### src/sv/slrm_pkg.sv
// Shared types and constants of the sliding-window RMS level meter.
package slrm_pkg;

    localparam int SAMPLE_W   = 16;
    localparam int MAG_W      = SAMPLE_W + 1;
    localparam int SQ_W       = 2 * SAMPLE_W - 1;
    localparam int SUM_W      = 43;
    localparam int CFG_W      = 13;
    localparam int LEVEL_W    = 16;
    localparam logic [CFG_W-1:0] WIN_RESET = CFG_W'(1024);

    localparam int LOG_IN_W   = 64;
    localparam int LZ_W       = 6;
    localparam int FRAC_W     = 16;
    localparam int LOG_W      = LZ_W + FRAC_W;
    localparam int MANT_W     = 31;
    localparam int NORM_STEPS = 6;
    localparam int CNT_W      = 4;

    localparam int T_W        = LOG_W + 2;
    localparam int KDB_W      = 27;
    localparam int PROD_W     = T_W + KDB_W;
    localparam int LVL_FULL_W = PROD_W + 1 - FRAC_W;

    localparam logic signed [T_W-1:0]        T_OFS    = T_W'(2 * (SAMPLE_W - 1) * (1 << FRAC_W));
    localparam logic signed [KDB_W-1:0]      KDB      = KDB_W'(50504453);
    localparam logic [PROD_W:0]              LVL_BIAS = (PROD_W + 1)'(50504453 + 32768);
    localparam logic signed [LVL_FULL_W-1:0] LEVEL_LO = LVL_FULL_W'(-32768);
    localparam logic signed [LVL_FULL_W-1:0] LEVEL_HI = LVL_FULL_W'(1024);

    typedef enum logic [3:0] {
        S_WSTART,
        S_WWAIT,
        S_IDLE,
        S_READ,
        S_UPDATE,
        S_CHECK,
        S_LWAIT,
        S_DIFF,
        S_MUL,
        S_OUT
    } t_state;

    typedef struct packed {
        logic accept;
        logic read;
        logic update;
        logic log_start;
        logic log_sel_w;
        logic save_log_w;
        logic calc_t;
        logic calc_prod;
        logic load_out;
    } t_cmd;

    typedef struct packed {
        logic log_done;
        logic sum_zero;
        logic out_full;
    } t_status;

endpackage

### src/sv/slrm_ctrl.sv
// Controller state machine sequencing ring update, log conversion and result hand-off.
module slrm_ctrl
    import slrm_pkg::*;
(
    input  logic    i_clk,
    input  logic    i_rst_n,
    input  logic    i_cfg_we,
    input  logic    i_in_valid,
    output logic    o_in_ready,
    input  t_status i_status,
    output t_cmd    o_cmd
);

    t_state r_state;
    t_state n_state;

    always_ff @(posedge i_clk) begin
        if (!i_rst_n) begin
            r_state <= S_WSTART;
        end else begin
            r_state <= n_state;
        end
    end

    always_comb begin
        n_state = r_state;
        case (r_state)
            S_WSTART: n_state = S_WWAIT;
            S_WWAIT: begin
                if (i_status.log_done) begin
                    n_state = S_IDLE;
                end
            end
            S_IDLE: begin
                if (i_in_valid) begin
                    n_state = S_READ;
                end
            end
            S_READ:   n_state = S_UPDATE;
            S_UPDATE: n_state = S_CHECK;
            S_CHECK:  n_state = i_status.sum_zero ? S_OUT : S_LWAIT;
            S_LWAIT: begin
                if (i_status.log_done) begin
                    n_state = S_DIFF;
                end
            end
            S_DIFF: n_state = S_MUL;
            S_MUL:  n_state = S_OUT;
            S_OUT: begin
                if (!i_status.out_full) begin
                    n_state = S_IDLE;
                end
            end
            default: n_state = S_WSTART;
        endcase
        if (i_cfg_we) begin
            n_state = S_WSTART;
        end
    end

    always_comb begin
        o_cmd      = '0;
        o_in_ready = 1'b0;
        case (r_state)
            S_WSTART: begin
                o_cmd.log_start = 1'b1;
                o_cmd.log_sel_w = 1'b1;
            end
            S_WWAIT: begin
                o_cmd.save_log_w = i_status.log_done;
            end
            S_IDLE: begin
                o_in_ready   = !i_cfg_we;
                o_cmd.accept = i_in_valid && !i_cfg_we;
            end
            S_READ:   o_cmd.read      = 1'b1;
            S_UPDATE: o_cmd.update    = 1'b1;
            S_CHECK:  o_cmd.log_start = !i_status.sum_zero;
            S_LWAIT:  o_cmd           = '0;
            S_DIFF:   o_cmd.calc_t    = 1'b1;
            S_MUL:    o_cmd.calc_prod = 1'b1;
            S_OUT:    o_cmd.load_out  = !i_status.out_full;
            default:  o_cmd           = '0;
        endcase
    end

endmodule

### config.mk
export PLATFORM = sky130hd
export DESIGN_NAME = slrm_ctrl
export DESIGN_NICKNAME = d
export VERILOG_FILES = /design/src/sv/slrm_pkg.sv /design/src/sv/slrm_ctrl.sv
export SDC_FILE = /design/constraint.sdc
export NUM_CORES = 1
export LEC_CHECK = 0
export BUFFER_PORTS_ARGS = -buffer_cell sky130_fd_sc_hd__buf_4
export CELL_PAD_IN_SITES_DETAIL_PLACEMENT = 2
export CELL_PAD_IN_SITES_GLOBAL_PLACEMENT = 2
export CORE_AREA = 4 4 46 48
export DETAILED_ROUTE_END_ITERATION = 6
export DIE_AREA = 0 0 50 52
export PLACE_DENSITY_LB_ADDON = 0.1
export SLEW_MARGIN = 10
export SYNTH_ARGS = -nofsm -noshare
export SYNTH_HDL_FRONTEND = slang
export SYNTH_SLANG_ARGS = --single-unit
### constraint.sdc
create_clock -name i_clk -period 3.45 [get_ports i_clk]
set_input_delay 0.69 -clock i_clk [delete_from_list [all_inputs] [get_ports i_clk]]
set_output_delay 0.69 -clock i_clk [all_outputs]
set_load 0.05 [all_outputs]
* Word-level counts from Yosys, hierarchy flattened *
Cells that the tools add are included.

storage, ports and cells
  word-level logic and storage cells = 38
  bits of input ports = 7
  register bits = 4

cells by class
  equality and inequality tests = 13
  reduce and logical (&&, ||, !) cells = 7
  bitwise operators = 1
  mux-type cells = 16

operators by type and width
  cell                number
  $pmux 4 s10         1
  $mux 4              5
  $eq 4x3->1 const B  4
  $mux 1              9
  $eq 4x2->1 const B  2
  $eq 4x4->1 const B  2
  $ne 2x2->1 const B  4
  $eq 4x1->1 const B  1
  $logic_not 4->1     1
  $reduce_and 4->1    1
  $logic_not 1->1     3
  $pmux 1 s2          1
  $reduce_or 2->1     1
  $logic_and 1x1->1   1
  $not 1->1           1

* Depth between registers and ports, before layout *
  depth in word-level cells = 3
  depth in mapped cells = 5
  depth with buffers taken out = 4

* Worst setup path after synthesis *
Ideal clock, no wire load.

  path type = in2out
  start point = input i_cfg_we
  end point = output o_cmd[8] (netlist name)
  arrival = 2832 ps
  stages = 2
  data required time = 2760 ps
  path slack = -72 ps
  path buffers = 0
  path through = nor4_1 -> and2_1

RTL lines
  what                RTL line         RTL
  start: declaration  slrm_ctrl.sv:7   input logic i_cfg_we,
  end: declaration    slrm_ctrl.sv:11  output t_cmd o_cmd

==> impl_results.md <==
- Maximum VDD drop: 0.173 mV
- Worst setup EP type: output pin
- Ports: 17
- Arrival @ worst endpoint: 1.62 ns
- Via count: 461
- Number of buffers created by CTS: 3
- Clk root buf: clkbuf_4
- Final instance area: 536 um2
- Netlist Area Pre-Place: 370 um2
- Worst rel slew slack: 63.6%
- Gr ovfl total: 0
- Core area: 0.00171 mm2
- Final ANT Viol Nets: 0
- Mapped Nets: 62
- Die width: 50 um
- Pwr dens: 285 mW/mm2
- Top cell type's share of synthesized area: 21.6%
- Largest delay share family, worst path: flip-flops
- Clock latency on the worst-skew pair: 0.24 ns
- Placer Congestion: 0.682
- CP bufs+invs: 2
- # setup viols final: 0
- Routed length per instance: 13.5 um
- Drt first pass iters: 6
- Syn. warnings: 0
- Worst path cell trace: inv_1, nor2_1, and3_1, buf_4
- Setup Buffers After CTS: 0
- Top flop regs: r_state: 4 flops
- # hold bufs at CTS: 0
- Final Util: 31.4%
- DRC violations left: 0
- Post-Route WL: 1280 um
- Status: finished clean
- Clk sinks: 4
- Initial cell density of the core: 21.7%
- Synthesized flop and latch total: 4
- Slew Viols, Final: 0
- Ratio of cells with drive above 1 in the final layout: 30.0%
- Die Area: 0.00260 mm2
- Leak Pwr: 0.225 nW
- Critical Path Fanout Max: 14
- Crit path kind: flop to output pin
- Final min period: 2.31 ns
- Crit start category: flop
- Setup_tns: 0 ns
- Vias in the first global route: 482
- Biggest register: r_state
- Seq. cell area: 80.1 um2
- Worst Skew: 0.00452 ns
- Antenna violations before repair: 0
- Vias per inst: 4.85
- Multi-input gate area: 278 um2
- Die H: 52 um
- Port buffer count: 16
- Largest net degree at the start of global routing: 17
- FP Rows: 15
- Tot GR Track Use: 11.3%
- First-pass GRT wire length: 2170 um
- Clock Pin Slew Worst Setup and Hold Paths: 0.04 ns
- Critical path depth in cells: 4
- Register area share after synthesis: 21.6%
- R2r worst-path depth: 4
- WP data required: 2.76 ns
- Mapped Cells: 55
- Highest clock rate: 433 MHz
- Slowest stage cell, crit path: dfxtp_1
- Yosys cell types: 24
- Tightest Hold Check Type: flop to flop
- H-Tree Level Count: 1
- DP Area: 513 um2
- # diodes: 0
- Worst hold stages: 2
- Buffer depth of the longest clock path: 2
- Fin cells: 95
- Worst Tran Pin Value: 0.546 ns
- Area leader, netlist: dfxtp_1
- Mean post-synth cell area: 6.73 um2
- DP HPWL: 958 um
- Fill cell count: 214
- P&R area growth vs syn: 44.6%
- Max reg flops: 4
- Period utilisation layout: 67.0%
- CTS tree: yes
- RSZ-0062 raised after global routing: false
- Final hold vios: 0
- Final #Nets: 79
- # resized after CTS: 0
- Top post-synthesis cells by area: dfxtp_1, mux2i_1, nor2_1, a21oi_1, nand2b_1
- Worst path max stage delay: 0.62 ns
- 1st-iter DRT viols: 2
- Placed Instances: 92
- Max_cap viols: 0
[synth_stat cells]
| library cell | count |
|---|---|
| o21a_1 | 1 |
| nand2b_1 | 4 |
| nor4b_1 | 1 |
| nor3b_1 | 1 |
| or4b_1 | 1 |
| nor4bb_1 | 1 |
| nand3_1 | 1 |
| and3_1 | 1 |
| nand2_1 | 4 |
| nor4_1 | 1 |
| a2bb2oi_1 | 1 |
| o211ai_1 | 1 |
| mux2i_1 | 3 |
| nor3_1 | 4 |
| nor2_1 | 8 |
| and2_1 | 1 |
| nor2b_1 | 2 |
| o21ai_0 | 3 |
| nand4b_1 | 1 |
| clkbuf_1 | 4 |
| dfxtp_1 | 4 |
| inv_1 | 1 |
| or2_2 | 1 |
| a21oi_1 | 5 |
[worst paths after layout]
kind / from / slack (ns) / endpoint
setup / recovery: r_state[0]$_SDFFE_PP0P_ / 1.14 / o_cmd[3]
hold / removal: r_state[1]$_SDFFE_PP0P_ / 0.66 / r_state[1]$_SDFFE_PP0P_
setup reg to reg: r_state[0]$_SDFFE_PP0P_ / 1.86 / r_state[0]$_SDFFE_PP0P_
hold reg to reg: r_state[1]$_SDFFE_PP0P_ / 0.66 / r_state[1]$_SDFFE_PP0P_
[cell type report]
cell class | count | share of cell area [%]
Multi-Input combinational cell | 46 | 51.9
Timing Repair Buffer | 16 | 22.4
Sequential cell | 4 | 15.0
Tap cell | 25 | 5.84
Clock buffer | 3 | 4.21
Inverter | 1 | 0.701
[metal layers]
layer	GRT usage [%]	share of wire, %
met1	11.3	45
met2	19.3	49
met3	4.87	4.5
met4	6.91	1.3
met5	0	0
[per-stage QoR]
step	worst slack, ns	hold slack [ns]	power, mW
final	1.14	0.656	0.153
after global routing	0.960	0.702	0.168
after CTS	1.10	0.664	0.157
after detailed placement	1.35	0.660	0.0947
after global placement	1.37	0.657	0.0942
after floorplan	0.548	0.605	0.0786
[where the power goes]
part | internal (mW) | switching (mW) | leakage, nW
combinational | 0.0162 | 0.0240 | 0.179
sequential | 0.0478 | 0.00506 | 0.0325
clock | 0.0390 | 0.0205 | 0.0138
[worst reg2reg max path: stages (launching register included)]
cell and delay, ns:
dfxtp_1 0.62, inv_1 0.22, mux2i_1 0.16, a21oi_1 0.30
mux2i_1 0.22
[layout by cell type, fill, tap and decap left out]
cell,netlist,layout
nor2_1,8,8
nor3_1,4,4
a2bb2oi_1,1,1
or2_2,1,1
dfxtp_1,4,4
mux2i_1,3,3
o211ai_1,1,1
a21oi_1,5,5
nand4b_1,1,1
nand3_1,1,1
nor2b_1,2,2
nor3b_1,1,1
o21a_1,1,1
nor4_2,0,1
inv_1,1,1
buf_4,0,16
and3_1,1,1
nand2b_1,4,4
o21ai_0,3,3
clkbuf_4,0,3
nand2_1,4,4
nor4b_1,1,1
nor4bb_1,1,1
or4b_1,1,1
and2_1,1,1
[logic make-up after synthesis]
kind of cell	after synthesis	share of synthesized area, %
simple gates	32	48.0
compound gates	11	17.2
buf+inv	5	5.07
flops	4	21.6
mux	3	8.11
No activity file was read; power rests on OpenSTA's default activity.
